$ cat config.mk
export PLATFORM = sky130hd
export DESIGN_NAME = ntm_diff_unit
export DESIGN_NICKNAME = d
export VERILOG_FILES = /design/src/design/ntm_pkg.sv /design/src/design/ntm_diff_unit.sv
export SDC_FILE = /design/constraint.sdc
export NUM_CORES = 1
export LEC_CHECK = 0
export ABC_AREA = 1
export ABC_CLOCK_PERIOD_IN_PS = 2900
export BUFFER_PORTS_ARGS = -buffer_cell sky130_fd_sc_hd__buf_2
export CAP_MARGIN = 15
export CELL_PAD_IN_SITES_DETAIL_PLACEMENT = 0
export CELL_PAD_IN_SITES_GLOBAL_PLACEMENT = 1
export CORE_AREA = 3 3 180 182
export CTS_BUF_LIST = sky130_fd_sc_hd__clkbuf_8
export DETAILED_ROUTE_END_ITERATION = 7
export DIE_AREA = 0 0 183 185
export PLACE_DENSITY = 0.91
export SYNTH_ARGS = -nofsm -noshare
export SYNTH_HDL_FRONTEND = slang
export SYNTH_SLANG_ARGS = --single-unit
export TNS_END_PERCENT = 5
$ cat constraint.sdc
create_clock -name clock -period 2.9 [get_ports clock]
set_input_delay 0.58 -clock clock [delete_from_list [all_inputs] [get_ports clock]]
set_output_delay 0.58 -clock clock [all_outputs]
set_load 0.03 [all_outputs]
$ cat src/design/ntm_pkg.sv
// ----------------------------------------------------------------------------
// ntm_pkg: shared types and constants of the nearest timestamp matcher
// Holds the beat payload structs, the state encoding, the mode codes and the
// sizes that follow from the frame store depth.
// ----------------------------------------------------------------------------
package ntm_pkg;

   // Frame store depth and the widths that follow from it.
   localparam int FRAME_DEPTH = 4096;
   localparam int ADDR_W      = $clog2(FRAME_DEPTH);
   localparam int COUNT_W     = $clog2(FRAME_DEPTH + 1);

   // Fixed field widths.
   localparam int TIME_W   = 48;
   localparam int DIFF_W   = 30;
   localparam int NUMBER_W = 16;
   localparam int INDEX_W  = 12;
   localparam int MODE_W   = 2;

   // Running minimum starts at 1000 s, expressed in microseconds.
   localparam logic [DIFF_W-1:0]   DIFF_CAP_US   = DIFF_W'(1000 * 1000000);
   localparam logic [DIFF_W-1:0]   TOL_RESET_US  = DIFF_W'(2000);
   localparam logic [NUMBER_W-1:0] QCOUNT_MAX    = '1;

   // Request modes.
   localparam logic [MODE_W-1:0] MODE_APPEND  = 2'd0;
   localparam logic [MODE_W-1:0] MODE_QUERY   = 2'd1;
   localparam logic [MODE_W-1:0] MODE_RESTART = 2'd2;

   typedef struct packed {
      logic [MODE_W-1:0] mode;
      logic [TIME_W-1:0] time_us;
   } ntm_req_type;

   typedef struct packed {
      logic [NUMBER_W-1:0] keyframe_number;
      logic [INDEX_W-1:0]  frame_index;
      logic [DIFF_W-1:0]   time_diff_us;
   } ntm_rsp_type;

   typedef enum logic [1:0] {
      ST_IDLE,
      ST_SCAN,
      ST_DRAIN,
      ST_DONE
   } ntm_state_type;

   // Sequencer to compare unit.
   typedef struct packed {
      logic              start;
      logic              issue;
      logic [ADDR_W-1:0] idx;
      logic [TIME_W-1:0] key_time;
   } ntm_scan_ctl_type;

   // Compare unit back to sequencer.
   typedef struct packed {
      logic              busy;
      logic [DIFF_W-1:0] best_diff;
      logic [ADDR_W-1:0] best_idx;
   } ntm_scan_sts_type;

endpackage

$ cat src/design/ntm_diff_unit.sv
// ----------------------------------------------------------------------------
// ntm_diff_unit: shared absolute difference and running minimum unit
// Takes one stored time per cycle, forms its distance to the key time in one
// stage and folds it into the running minimum in the next.
// ----------------------------------------------------------------------------
module ntm_diff_unit
   import ntm_pkg::*;
(
   input  logic              clock,
   input  logic              reset,
   input  ntm_scan_ctl_type  ctl,
   input  logic [TIME_W-1:0] rd_data,
   output ntm_scan_sts_type  sts
);

   logic              rd_vld_ff,   rd_vld_in;
   logic [ADDR_W-1:0] rd_idx_ff,   rd_idx_in;
   logic              diff_vld_ff, diff_vld_in;
   logic [TIME_W-1:0] diff_ff,     diff_in;
   logic [ADDR_W-1:0] diff_idx_ff, diff_idx_in;
   logic [DIFF_W-1:0] best_ff,     best_in;
   logic [ADDR_W-1:0] best_idx_ff, best_idx_in;

   always_comb begin
      rd_vld_in   = ctl.issue;
      rd_idx_in   = ctl.idx;
      diff_vld_in = rd_vld_ff;
      diff_idx_in = rd_idx_ff;
      if (rd_data >= ctl.key_time) begin
         diff_in = rd_data - ctl.key_time;
      end else begin
         diff_in = ctl.key_time - rd_data;
      end

      best_in     = best_ff;
      best_idx_in = best_idx_ff;
      if (ctl.start) begin
         best_in     = DIFF_CAP_US;
         best_idx_in = '0;
      end else if (diff_vld_ff && (diff_ff < TIME_W'(best_ff))) begin
         // The difference is below the cap here, so it fits the narrow field.
         best_in     = diff_ff[DIFF_W-1:0];
         best_idx_in = diff_idx_ff;
      end
   end

   always_ff @(posedge clock) begin
      if (reset) begin
         rd_vld_ff   <= 1'b0;
         diff_vld_ff <= 1'b0;
      end else begin
         rd_vld_ff   <= rd_vld_in;
         diff_vld_ff <= diff_vld_in;
      end
   end

   always_ff @(posedge clock) begin
      rd_idx_ff   <= rd_idx_in;
      diff_ff     <= diff_in;
      diff_idx_ff <= diff_idx_in;
      best_ff     <= best_in;
      best_idx_ff <= best_idx_in;
   end

   assign sts.busy      = rd_vld_ff | diff_vld_ff;
   assign sts.best_diff = best_ff;
   assign sts.best_idx  = best_idx_ff;

endmodule

# Word-level counts from Yosys, hierarchy flattened
# Index checks and enable logic that the tools add are counted.
# W data, S select, Z words.
# classes
n_addsub	2
order_cmp	2
muxes	1
n_bitwise	1
reduce_logical	1
# ops
operator	n
$sub A48 B48 Y48	2
$ge A48 B48 Y1	1
$lt A48 B30 Y1	1
$mux W48	1
$logic_and A1 B1 Y1	1
$or A1 B1 Y1	1
# word_totals
regBits	116
out_inout_bits	43

# Depth between registers and ports, before layout
# logic_depth
ltp_word	2
mapped_depth	17
mapped_depth_nobuf	16

# Least setup slack after synthesis
# OpenSTA, ideal clock, no wires.
# synth_timing
path_type	input to register
from	in rd_data[0]
to	reg diff_ff[40]
setup_time_ns	0.112
t_arrival_ns	2.244
slack_ns	0.543
cell_stages	16
path_buffers	1
cell_sequence	inv_1 > ha_1 > fa_1 > inv_1 > nand2_1 > nand2_1 > nand2_1 > nand2_1 > nand2_1 > nand4_1 > nand2_1 > nand3_2 > inv_2 > buf_4 > nand2_1 > nand2_1
# synth_via
elab_chain_len	2
# synth_lines
item	line	text
from (decl)	ntm_diff_unit.sv:12	input logic [TIME_W-1:0] rd_data,
$sub A48 B48 Y48, or another cell as far along	ntm_diff_unit.sv:32	diff_in = ctl.key_time - rd_data;
$mux W48 (*)	ntm_diff_unit.sv:29	if (rd_data >= ctl.key_time) begin
net diff_in[40]	ntm_diff_unit.sv:19	logic [TIME_W-1:0] diff_ff, diff_in;
to (signal assigned)	ntm_diff_unit.sv:59	diff_ff <= diff_in;
to (decl)	ntm_diff_unit.sv:19	
# The timed path passes the listed nets; every way through them passes the cells marked *.
# A chain may end at the register's enable or synchronous reset.

# Worst setup path in the final report
# layout_timing
from	in ctl[11] (netlist name)
to	reg diff_ff[31]
# layout_via
elab_chain_len	2
# layout_lines
item	line	text
from (decl)	ntm_diff_unit.sv:11	input ntm_scan_ctl_type ctl,
$sub A48 B48 Y48, or another cell as far along	ntm_diff_unit.sv:32	
$mux W48 (*)	ntm_diff_unit.sv:29	
net diff_in[31]	ntm_diff_unit.sv:19	
# Marks and branches as above.

==> results.md <==
- Fin crit share: 83.0%
- Initial Utilization: 41.0%
- Final Hold Vio Count: 0
- Vias: 13814
- Die H: about 190 um
- Top Ports: 155
- Vias per cell: 4.77
- Clock power share: 27.3%
- Switching pwr: 2.44 mW
- Routability congestion estimate: between 0.9 and 1
- CTS tree: yes
- Post_cts resized: 0
- Area after DPL: 14100 um^2
- Syn_nets: 2553
- Initial drt markers: 812
- Kind of critical path: input port to flip-flop
- Synth top cells by count: nand2_1 (994), inv_1 (492), nor2_1 (147)
- Setup violators final: 0
- Post-synthesis sequential area ratio: between 15 and 20%
- Antenna violations before repair: 0
- Area grow syn2layout: 15.0%
- Post-route cell area: about 15000 um^2
- Internal power: approximately 3.4 mW
- Comb power frac: between 40% and 50%
- Max-cap violation count: 0
- Worst Setup Start Kind: input port
- Synth top area share: 29.6%
- First-pass GRT wire length: 67.5 mm
- Detailed Route WL: 43.3 mm
- Static Leak: 9.08 nW
- Post-CTS Setup Repair Bufs: 0
- Worst-margin pin slew: 0.782 ns
- Synth Instances: 2315
- CORE AREA: 30700 um^2
- Clock Skews: around 0.015 ns
- Num CTS Buffers: 17
- Die W: 183 um
- WP data required: 3.29 ns
- PortBufs: about 150
- CTS sink cnt: 116
- Ranking of synthesized cells by area: nand2_1 (30%), dfxtp_1 (18%), inv_1 (15%)
- Worst-path clk slew: 0.08 ns
- Switching share of power: 41.5%
- Ys Warns: 0
- Sequential share of power: 32.7%
- Setup TNS: 0 ns
- Asr flop ratio synth: 0%
- Min Hold Slack: 0.231 ns
- Hold Crit Class: input port to flip-flop
- Dpl hpwl: 37.3 mm
- Fin nets: about 2700
- Dpl cells: 2867
- Post-detailed-route wirelength per cell: approximately 15 um
- Outcome: completed
- RSZ-0062 raised after global routing: false
- Largest net degree at the start of global routing: 63
- Num rows: 64
- Post-route ant nets: 0
- Share of cells above drive strength 1: ~11%
- Post-layout util: 47.2%
- Yosys reg bits: 116
- Minimum clock period: 2.41 ns
- Final-report max-slew violation count: 0
- Cell area power density: 405 nW/um^2
- Worst-path maximum fanout: 6
- Post-cts hold buffer count: 0
- Non-filler cells, final: 2899
- Die area: 33900 um^2
- GRT overflow: 0
- Clk root buf: clkbuf_8
- Residual DRC: 0
- Syn Std Cell Area: 12600 um^2
- Total GRT Usage: 25.4%
- VDD IR-drop max: 0.000241 V
- Vias in the first global route: 12923
- Most used DFF post-synth: dfxtp_1
- Post-synth EDFFs: 0
- Worst-skew pair later-pin latency: 0.45 ns
- H-tree levels: 4
- Max Buffers Root-to-Sink: 2
- Distinct cells, synth: 34
- DRT Pass-1 Iters: 5
- Antenna diodes: 0
- Rel. slew slack: 47.5%
- Cell type with the largest total area after synthesis: nand2_1
- Fmax: 415 MHz
- Most frequent cell after synthesis: nand2_1
- Critical path data arrival time: 2.80 ns
- Setup crit end kind: flip-flop
- Synthesized area per cell: 5.45 um^2
stage by stage:
step | power (mW) | worst slack (ns)
2_1_floorplan | 3.43 | 0.543
3_3_place_gp | 4.26 | 0.0838
3_5_place_dp | 4.28 | 0.0662
4_1_cts | 5.89 | 0.540
5_1_grt | 6.30 | 0.305
6_report | 5.88 | 0.492
power by group through the flow:
stage                     sequential (mW)  combinational [mW]  clock (mW)
after global routing                 1.94                2.65        1.70
final                                1.92                2.35        1.60
after CTS                            1.92                2.33        1.64
after global placement               1.96                2.30           0
after detailed placement             1.95                2.32           0
after floorplan                      1.87                1.56           0
final cells by class:
cell class | instances | area, um^2
Timing Repair Buffer | 213 | 1260
Clock buffer | 18 | 248
Inverter | 500 | 1880
Fill cell | 3466 | 16200
Sequential cell | 116 | 2320
Tap cell | 396 | 495
Clock inverter | 14 | 166
Multi-Input combinational cell | 1642 | 8130
placed cells by master, fill, tap and decap left out, types with 3 or more instances in the layout:
master / netlist / routed
nand3b_1: 28 / 28
inv_1: 492 / 492
buf_12: 0 / 4
ha_1: 124 / 124
xor2_1: 51 / 51
nand2_1: 994 / 993
clkbuf_8: 0 / 18
inv_6: 0 / 6
o21bai_1: 6 / 6
o21ai_0: 6 / 6
o211ai_1: 3 / 3
inv_2: 6 / 6
nor3_1: 4 / 4
nor2_2: 14 / 13
a21oi_1: 98 / 98
buf_2: 16 / 154
nor2_1: 147 / 147
dfxtp_1: 116 / 116
nand4_1: 26 / 26
clkinv_4: 0 / 4
nand2_2: 3 / 4
buf_4: 4 / 55
nand3_1: 124 / 124
kinds of logic (layout without fill, tap and decap cells):
kind of cell	after synthesis	after routing	share of synthesized area, %
AOI/OAI and AO/OA	119	119	4.99
xor gates and xnor gates	53	53	3.68
adders and majority gates	126	126	12.6
buffers and inverters	557	745	17.2
DFF	116	116	18.4
and+or+nand+nor	1344	1344	43.1
state kept, by name, summed over array words and instances, names as in the netlist:
| register | cells |
|---|---|
| best_idx_ff | 12 |
| diff_idx_in | 12 |
| diff_vld_ff | 1 |
| diff_ff | 48 |
| best_ff | 30 |
| diff_idx_ff | 12 |
| diff_vld_in | 1 |
final timing paths:
path                        start         endpoint  slack (ns)  cells past startpoint
setup / recovery          ctl[11]      diff_ff[31]        0.49                     14
hold / removal            ctl[49]   diff_idx_in[1]        0.23                      1
setup reg to reg      diff_ff[29]       best_ff[8]        0.75                     10
hold reg to reg   diff_idx_in[10]  diff_idx_ff[10]        0.33                      0
layer usage:
| metal | GRT usage [%] | share of wire [%] | routed length [um] | vias to the layer above |
|---|---|---|---|---|
| li1 | - | - | - | 7200 |
| met1 | 35.4 | 48 | 20900 | 6205 |
| met2 | 42.6 | 45 | 19400 | 367 |
| met3 | 2.34 | 5.1 | 2200 | 42 |
| met4 | 5.88 | 1.8 | 799 | 0 |
| met5 | 0 | 0 | 0 | - |
critical path, stage by stage:
cell	delay [ns]
buf_2	0.09
inv_1	0.04
ha_1	0.47
nand2_1	0.18
nor2_2	0.26
nand2_1	0.08
nand2_1	0.15
inv_1	0.06
nand2_1	0.24
nand2_1	0.10
nand2_1	0.09
xor2_1	0.31
nand2_1	0.09
nand2_1	0.07
Power figures use the tool's default switching activity.
