$ cat config.mk
export PLATFORM = sky130hd
export DESIGN_NAME = ntm_ctrl
export DESIGN_NICKNAME = d
export VERILOG_FILES = /design/src/design/ntm_pkg.sv /design/src/design/ntm_ctrl.sv
export SDC_FILE = /design/constraint.sdc
export NUM_CORES = 1
export LEC_CHECK = 0
export ABC_CLOCK_PERIOD_IN_PS = 7300
export BUFFER_PORTS_ARGS = -buffer_cell sky130_fd_sc_hd__buf_2
export CORE_MARGIN = 3
export CORE_UTILIZATION = 45
export DETAILED_ROUTE_END_ITERATION = 8
export MAX_ROUTING_LAYER = met4
export PLACE_DENSITY = 0.79
export SLEW_MARGIN = 20
export SYNTH_ARGS = -nofsm -noshare
export SYNTH_HDL_FRONTEND = slang
export SYNTH_SLANG_ARGS = --single-unit
$ cat constraint.sdc
create_clock -name clock -period 7.3 [get_ports clock]
set_clock_uncertainty 0.2 [all_clocks]
set_input_delay 0 -clock clock [delete_from_list [all_inputs] [get_ports clock]]
set_output_delay 0 -clock clock [all_outputs]
set_load 0.1 [all_outputs]
$ cat src/design/ntm_pkg.sv
// ----------------------------------------------------------------------------
// ntm_pkg: shared types and constants of the nearest timestamp matcher
// Holds the beat payload structs, the state encoding, the mode codes and the
// sizes that follow from the frame store depth.
// ----------------------------------------------------------------------------
package ntm_pkg;

   // Frame store depth and the widths that follow from it.
   localparam int FRAME_DEPTH = 4096;
   localparam int ADDR_W      = $clog2(FRAME_DEPTH);
   localparam int COUNT_W     = $clog2(FRAME_DEPTH + 1);

   // Fixed field widths.
   localparam int TIME_W   = 48;
   localparam int DIFF_W   = 30;
   localparam int NUMBER_W = 16;
   localparam int INDEX_W  = 12;
   localparam int MODE_W   = 2;

   // Running minimum starts at 1000 s, expressed in microseconds.
   localparam logic [DIFF_W-1:0]   DIFF_CAP_US   = DIFF_W'(1000 * 1000000);
   localparam logic [DIFF_W-1:0]   TOL_RESET_US  = DIFF_W'(2000);
   localparam logic [NUMBER_W-1:0] QCOUNT_MAX    = '1;

   // Request modes.
   localparam logic [MODE_W-1:0] MODE_APPEND  = 2'd0;
   localparam logic [MODE_W-1:0] MODE_QUERY   = 2'd1;
   localparam logic [MODE_W-1:0] MODE_RESTART = 2'd2;

   typedef struct packed {
      logic [MODE_W-1:0] mode;
      logic [TIME_W-1:0] time_us;
   } ntm_req_type;

   typedef struct packed {
      logic [NUMBER_W-1:0] keyframe_number;
      logic [INDEX_W-1:0]  frame_index;
      logic [DIFF_W-1:0]   time_diff_us;
   } ntm_rsp_type;

   typedef enum logic [1:0] {
      ST_IDLE,
      ST_SCAN,
      ST_DRAIN,
      ST_DONE
   } ntm_state_type;

   // Sequencer to compare unit.
   typedef struct packed {
      logic              start;
      logic              issue;
      logic [ADDR_W-1:0] idx;
      logic [TIME_W-1:0] key_time;
   } ntm_scan_ctl_type;

   // Compare unit back to sequencer.
   typedef struct packed {
      logic              busy;
      logic [DIFF_W-1:0] best_diff;
      logic [ADDR_W-1:0] best_idx;
   } ntm_scan_sts_type;

endpackage

$ cat src/design/ntm_ctrl.sv
// ----------------------------------------------------------------------------
// ntm_ctrl: request decode and scan sequencer
// Keeps the frame, search and keyframe counters, walks the store during a
// query and holds the response register.
// ----------------------------------------------------------------------------
module ntm_ctrl
   import ntm_pkg::*;
(
   input  logic              clock,
   input  logic              reset,
   input  logic              req_valid,
   output logic              req_stall,
   input  ntm_req_type       req_payload,
   output logic              rsp_valid,
   input  logic              rsp_stall,
   output ntm_rsp_type       rsp_payload,
   input  logic              csr_write_enable,
   input  logic [DIFF_W-1:0] csr_write_data,
   output logic              ram_wr_en,
   output logic [ADDR_W-1:0] ram_wr_addr,
   output logic [TIME_W-1:0] ram_wr_data,
   output logic [ADDR_W-1:0] ram_rd_addr,
   output ntm_scan_ctl_type  scan_ctl,
   input  ntm_scan_sts_type  scan_sts
);

   ntm_state_type       state_ff,        state_in;
   logic [COUNT_W-1:0]  frame_count_ff,  frame_count_in;
   logic [ADDR_W-1:0]   search_start_ff, search_start_in;
   logic [NUMBER_W-1:0] query_count_ff,  query_count_in;
   logic [NUMBER_W-1:0] number_ff,       number_in;
   logic [TIME_W-1:0]   key_time_ff,     key_time_in;
   logic [COUNT_W-1:0]  ptr_ff,          ptr_in;
   logic [DIFF_W-1:0]   tol_ff,          tol_in;
   logic                rsp_valid_ff,    rsp_valid_in;
   ntm_rsp_type         rsp_payload_ff,  rsp_payload_in;
   logic                match;

   assign match = scan_sts.best_diff < tol_ff;

   always_comb begin
      state_in        = state_ff;
      frame_count_in  = frame_count_ff;
      search_start_in = search_start_ff;
      query_count_in  = query_count_ff;
      number_in       = number_ff;
      key_time_in     = key_time_ff;
      ptr_in          = ptr_ff;
      tol_in          = csr_write_enable ? csr_write_data : tol_ff;
      rsp_valid_in    = rsp_valid_ff;
      rsp_payload_in  = rsp_payload_ff;

      ram_wr_en         = 1'b0;
      ram_wr_addr       = frame_count_ff[ADDR_W-1:0];
      ram_wr_data       = req_payload.time_us;
      ram_rd_addr       = ptr_ff[ADDR_W-1:0];
      scan_ctl.start    = 1'b0;
      scan_ctl.issue    = 1'b0;
      scan_ctl.idx      = ptr_ff[ADDR_W-1:0];
      scan_ctl.key_time = key_time_ff;

      if (rsp_valid_ff && !rsp_stall) begin
         rsp_valid_in = 1'b0;
      end

      unique case (state_ff)
         ST_IDLE: begin
            if (req_valid) begin
               unique case (req_payload.mode)
                  MODE_APPEND: begin
                     // Appends beyond the store depth are dropped.
                     if (frame_count_ff < COUNT_W'(FRAME_DEPTH)) begin
                        ram_wr_en      = 1'b1;
                        frame_count_in = frame_count_ff + 1'b1;
                     end
                  end
                  MODE_QUERY: begin
                     key_time_in = req_payload.time_us;
                     number_in   = query_count_ff;
                     if (query_count_ff != QCOUNT_MAX) begin
                        query_count_in = query_count_ff + 1'b1;
                     end
                     ptr_in         = COUNT_W'(search_start_ff);
                     scan_ctl.start = 1'b1;
                     state_in       = ST_SCAN;
                  end
                  MODE_RESTART: begin
                     frame_count_in  = '0;
                     search_start_in = '0;
                     query_count_in  = '0;
                  end
                  default: begin
                  end
               endcase
            end
         end
         ST_SCAN: begin
            if (ptr_ff < frame_count_ff) begin
               scan_ctl.issue = 1'b1;
               ptr_in         = ptr_ff + 1'b1;
            end else begin
               state_in = ST_DRAIN;
            end
         end
         ST_DRAIN: begin
            if (!scan_sts.busy) begin
               state_in = ST_DONE;
            end
         end
         ST_DONE: begin
            if (!match) begin
               state_in = ST_IDLE;
            end else if (!rsp_valid_in) begin
               rsp_valid_in                   = 1'b1;
               rsp_payload_in.keyframe_number = number_ff;
               rsp_payload_in.frame_index     = INDEX_W'(scan_sts.best_idx);
               rsp_payload_in.time_diff_us    = scan_sts.best_diff;
               search_start_in                = scan_sts.best_idx;
               state_in                       = ST_IDLE;
            end
         end
         default: begin
            state_in = ST_IDLE;
         end
      endcase
   end

   always_ff @(posedge clock) begin
      if (reset) begin
         state_ff        <= ST_IDLE;
         frame_count_ff  <= '0;
         search_start_ff <= '0;
         query_count_ff  <= '0;
         ptr_ff          <= '0;
         tol_ff          <= TOL_RESET_US;
         rsp_valid_ff    <= 1'b0;
      end else begin
         state_ff        <= state_in;
         frame_count_ff  <= frame_count_in;
         search_start_ff <= search_start_in;
         query_count_ff  <= query_count_in;
         ptr_ff          <= ptr_in;
         tol_ff          <= tol_in;
         rsp_valid_ff    <= rsp_valid_in;
      end
   end

   always_ff @(posedge clock) begin
      number_ff      <= number_in;
      key_time_ff    <= key_time_in;
      rsp_payload_ff <= rsp_payload_in;
   end

   assign req_stall   = (state_ff != ST_IDLE);
   assign rsp_valid   = rsp_valid_ff;
   assign rsp_payload = rsp_payload_ff;

endmodule

# Yosys cells after proc, flatten, opt, wreduce, memory -nomap -nowiden
# Index checks and enable logic that the tools add are counted.
dict set report word_totals {
  register_bits 209
  latch_bits 0
  ram_bits 0
  romBits 0
  input_bits 128
  output_inout_bits 195
  memories 0
}
dict set report op_classes {
  n_addsub 3
  multipliers 0
  div 0
  n_lt_le_gt_ge 3
  n_eq_ne 17
  shift 0
  muxes 32
  bitwise_logic 1
  n_reduce_logical 16
}
# op n
set op_table {}
lappend op_table {{$mux W13} 4}
lappend op_table {{$pmux W13 S2} 2}
lappend op_table {{$mux W12} 4}
lappend op_table {{$pmux W16 S2} 1}
lappend op_table {{$lt A30 B30 Y1} 1}
lappend op_table {{$add A13 B1 Y13 const B} 2}
lappend op_table {{$pmux W12 S2} 1}
lappend op_table {{$add A16 B1 Y16 const B} 1}
lappend op_table {{$mux W16} 1}
lappend op_table {{$ne A16 B16 Y1 const B} 1}
lappend op_table {{$ne A2 B2 Y1 const B} 8}
lappend op_table {{$lt A13 B13 Y1} 1}
lappend op_table {{$lt A13 B13 Y1 const B} 1}
lappend op_table {{$mux W1} 12}
lappend op_table {{$mux W2} 6}
lappend op_table {{$reduce_and A4 Y1} 3}
lappend op_table {{$reduce_and A5 Y1} 2}
lappend op_table {{$reduce_bool A2 Y1} 5}
lappend op_table {{$pmux W2 S4} 1}
lappend op_table {{$eq A2 B2 Y1 const B} 3}
lappend op_table {{$reduce_and A3 Y1} 2}
lappend op_table {{$eq A2 B1 Y1 const B} 2}
lappend op_table {{$logic_not A2 Y1} 2}
lappend op_table {{$ne A2 B1 Y1 const B} 2}
lappend op_table {{4 further kinds} 4}

# Logic depth before layout (Yosys ltp)
dict set report depth {
  word_depth 6
  depth_mapped 10
  mapped_depth_nobuf 9
}

# Worst setup path before layout
# OpenSTA, ideal clock, no wires.
dict set report synth_timing {
  path_kind {reg2reg}
  startpoint {register state_ff[0]}
  endpoint {register query_count_ff[3]}
  setup_ns 0.128
  arrival_time_ns 5.392
  path_slack_ns 1.580
  path_stages_with_launch 10
  path_buffers 0
  path_cell_list {dfxtp_1 inv_1 ha_1 inv_1 nor2_1 o21ai_0 nand2_1 and4_1 xnor2_1 nor2_1}
}
dict set report synth_between {
  elab_chain_len 2
}
# item line_no
set synth_lines {}
lappend synth_lines {{start: declaration} ntm_ctrl.sv:27} ;# ntm_state_type state_ff, state_in;
lappend synth_lines {{start signal: assignment} ntm_ctrl.sv:138} ;# state_ff <= state_in;
lappend synth_lines {{$logic_not A2 Y1} ntm_ctrl.sv:66} ;# unique case (state_ff)
lappend synth_lines {{$reduce_and A4 Y1 (no line)} n/a}
lappend synth_lines {{end signal: assignment} ntm_ctrl.sv:141} ;# query_count_ff <= query_count_in;
lappend synth_lines {{end: declaration} ntm_ctrl.sv:30} ;# logic [NUMBER_W-1:0] query_count_ff, query_count_in;
# No other way between the ends.
# A chain may end at the register's enable or synchronous reset.

# Worst setup path in the final report
dict set report layout_timing {
  startpoint {register tol_ff[12]}
  endpoint {register search_start_ff[3]}
}
dict set report layout_between {
  elab_chain_len 3
}
# item line_no
set layout_lines {}
lappend layout_lines {{start: declaration} ntm_ctrl.sv:34} ;# logic [DIFF_W-1:0] tol_ff, tol_in;
lappend layout_lines {{start signal: assignment} ntm_ctrl.sv:143} ;# tol_ff <= tol_in;
lappend layout_lines {{$lt A30 B30 Y1} ntm_ctrl.sv:39} ;# assign match = scan_sts.best_diff < tol_ff;
lappend layout_lines {{$ne A2 B2 Y1 (no line)} n/a}
lappend layout_lines {{$reduce_and A5 Y1 (no line)} n/a}
lappend layout_lines {{end signal: assignment} ntm_ctrl.sv:140} ;# search_start_ff <= search_start_in;
lappend layout_lines {{end: declaration} ntm_ctrl.sv:29} ;# logic [ADDR_W-1:0] search_start_ff, search_start_in;
# No other way between the ends.

==> metrics.csv <==
metric,value,unit
routed wire length,26900,µm
CP required,7520,ps
DRT iter0 DRCs,310,
GP Congestion,0.843,
I/O Pins,323,
HPWL after detailed placement,16600,µm
IO Port Bufs,322,
Die Span X,149,µm
final setup TNS,0,ps
"commonest cells after routing, fill and taps aside","buf_2, dlygate4sd3_1, edfxtp_1",
sequential share of power,0.386,
synth unique cells,57,
Layout Area Growth over Synthesis,39.1,%
post-CTS sizing,0,
# nets final,1367,
synthesized area per cell,11.7,µm²
TritonCTS clock tree,built,
reg2reg end,search_start_ff[3],
Final Hold Fails,0,
RSZ-0062 raised after global routing,false,
Syn Inst Count,788,
later-pin clock latency in the skew report,500,ps
placed cell count,1273,
register bit total from synthesis,209,
initial antenna violation count,0,
chip height,149,µm
Pwr Density,272,nW/µm²
"EDFF count, synth",122,
drt pass-1 iters,4,
Yosys warnings,0,
Sequential Area,5410,µm²
startpoint type of the worst setup path,flip-flop,
sw frac,0.355,
clock share of power,0.331,
Critical Path AT,3770,ps
cts bufs inserted,23,
Most used DFF post-synth,edfxtp_1,
"top cells by area, synth","edfxtp_1, dfxtp_1, buf_4",
post-layout min period,3550,ps
Tot Pwr,3.47,mW
vias in the first global route,7515,
Starting Density,0.464,
Vias,7476,
reg2reg setup slack,3750,ps
combinational share of power,0.283,
status,"finished, final reports clean",
Post-CTS Setup Bufs,0,
Max-Cap Viols,0,
"Cell Area, Synth",9190,µm²
CP startpoint,tol_ff[12],
global-route wire length before repair,40700,µm
Psw,1.23,mW
Slew headroom,0.360,
largest net degree at the start of global routing,67,
Worst Setup Path Type,flip-flop to flip-flop,
"area leader, netlist",edfxtp_1,
total die area,22200,µm²
clock sinks,209,
Final Max Tran Viols,0,
fillers,1458,
clock buffer depth,3,
Layout Cells excl Fill,1473,
# rows,51,
worst r2r path cells,10,
GRT overflow,0,
"Seq/Total Area, Yosys",0.588,
final setup fails,0,
cell-internal power,2.24,mW
launching point of the worst reg2reg path,tol_ff[12],
root buf cell,clkbuf_16,
GRT Overall Usage,0.239,
routed length per instance,18.2,µm
multi-input logic area,2890,µm²
crit end category,flip-flop,
clock slew seen by the registers of the worst setup and hold paths,60,ps
VDD IR-drop max,215,µV
post-synth top area share,0.399,
share of post-route cells with drive strength above 1,0.307,
max frequency,282,MHz
Post-synth ARST share,0,
"critical path fanouts, max",12,
Vias/cell,5.08,
Syn Nets,964,
CORE AREA,19800,µm²
leakage power,5.48,nW
class of the worst hold path,input pin to flip-flop,
Routed Antenna Nets,0,
H-tree levels,1,
DRC violations left,0,
"most common cell after layout, fill and taps aside",buf_2,
Setup crit end,search_start_ff[3],
Worst Tran Pin Value,960,ps
fin crit share,0.487,
[state kept, by name, summed over array words and instances (netlist names), 12 cells and up]
name / flops
frame_count_ff: 13
key_time_ff: 48
number_ff: 16
ptr_ff: 13
query_count_ff: 16
rsp_payload: 58
search_start_ff: 12
tol_ff: 30
[kinds of logic after synthesis]
logic type	synth area share
flops	0.588
simple gates	0.104
buf+inv	0.0990
compound gates	0.0831
fa+ha+maj	0.0654
mux	0.0415
xor+xnor	0.0181
[worst max-delay path: stages, from the launching register on]
cell	delay, ps
dfxtp_1	350
inv_1	60
ha_1	290
nand4_1	150
nor2_1	80
and3_1	180
a221o_1	370
a21o_2	270
a221oi_4	200
dlygate4sd3_1	1060
mux2i_1	270
[final cells by class]
type,instances,area share
antenna,1,0.000196
clock buffer,30,0.0479
clock inverter,11,0.0106
inverter,49,0.0144
multi-input combinational,425,0.226
sequential,209,0.423
tap,265,0.0260
timing repair buffer,483,0.252
[power groups by stage]
stage	Combinational [mW]	Clock, mW	Sequential, mW
after floorplan	0.624	0	1.50
after global placement	0.888	0	1.36
after detailed placement	0.899	0	1.36
after CTS	0.969	1.17	1.34
after global routing	1.04	1.23	1.35
final	0.982	1.15	1.34
[routing by layer]
| layer | GRT usage | routed length, µm | part of all wire |
|---|---|---|---|
| met1 | 0.257 | 9890 | 0.37 |
| met2 | 0.436 | 14000 | 0.52 |
| met3 | 0.0523 | 2030 | 0.076 |
| met4 | 0.0810 | 964 | 0.036 |
| met5 | - | 0 | 0 |
[cells in the mapped netlist, types with 2 or more instances]
| master | instances |
|---|---|
| a211oi_1 | 9 |
| a21o_1 | 7 |
| a21oi_1 | 35 |
| a22oi_1 | 2 |
| a31oi_1 | 4 |
| a32o_1 | 3 |
| and2_1 | 4 |
| and3_1 | 13 |
| and4_1 | 2 |
| buf_4 | 84 |
| clkbuf_1 | 19 |
| dfxtp_1 | 87 |
| edfxtp_1 | 122 |
| ha_1 | 48 |
| inv_1 | 49 |
| mux2i_1 | 37 |
| nand2_1 | 68 |
| nand2b_1 | 2 |
| nand3_1 | 16 |
| nand3b_1 | 3 |
| nand4_1 | 10 |
| nor2_1 | 65 |
| nor2b_1 | 4 |
| nor3_1 | 7 |
| nor4_1 | 2 |
| o211ai_1 | 11 |
| o21ai_0 | 17 |
| o21ai_1 | 3 |
| o221ai_1 | 2 |
| o32ai_1 | 2 |
| or3_1 | 8 |
| xnor2_1 | 12 |
| xor2_1 | 7 |
[timing repair]
action / 4_1_cts / 5_1_grt
endpoints found under the hold margin: 168 / 0
hold buffers: 158 / 0
setup endpoints to repair: 0 / 0
[how the worst min path moves through the flow]
| stage | end | cells past startpoint | startpoint | slack, ps |
|---|---|---|---|---|
| after detailed placement | key_time_ff[1] | 1 | req_payload[1] | -7 |
| final | query_count_ff[1] | 5 | req_payload[48] | 10 |
| after floorplan | key_time_ff[0] | 0 | req_payload[0] | -100 |
| after global routing | key_time_ff[12] | 2 | req_payload[12] | 10 |
| after CTS | key_time_ff[14] | 2 | req_payload[14] | 0.8 |
| after global placement | key_time_ff[11] | 1 | req_payload[11] | -10 |
[through the flow]
step	hold WS (ps)	util	setup slack [ps]	instance area, µm²
2_1_floorplan	-101	-	1580	9190
3_3_place_gp	-13.8	0.528	3990	10400
3_5_place_dp	-7.35	0.528	3920	10400
4_1_cts	0.825	0.646	3760	12800
5_1_grt	10.9	0.646	3530	12800
6_report	11.2	0.646	3750	12800
(Power assumes the default switching activity.)
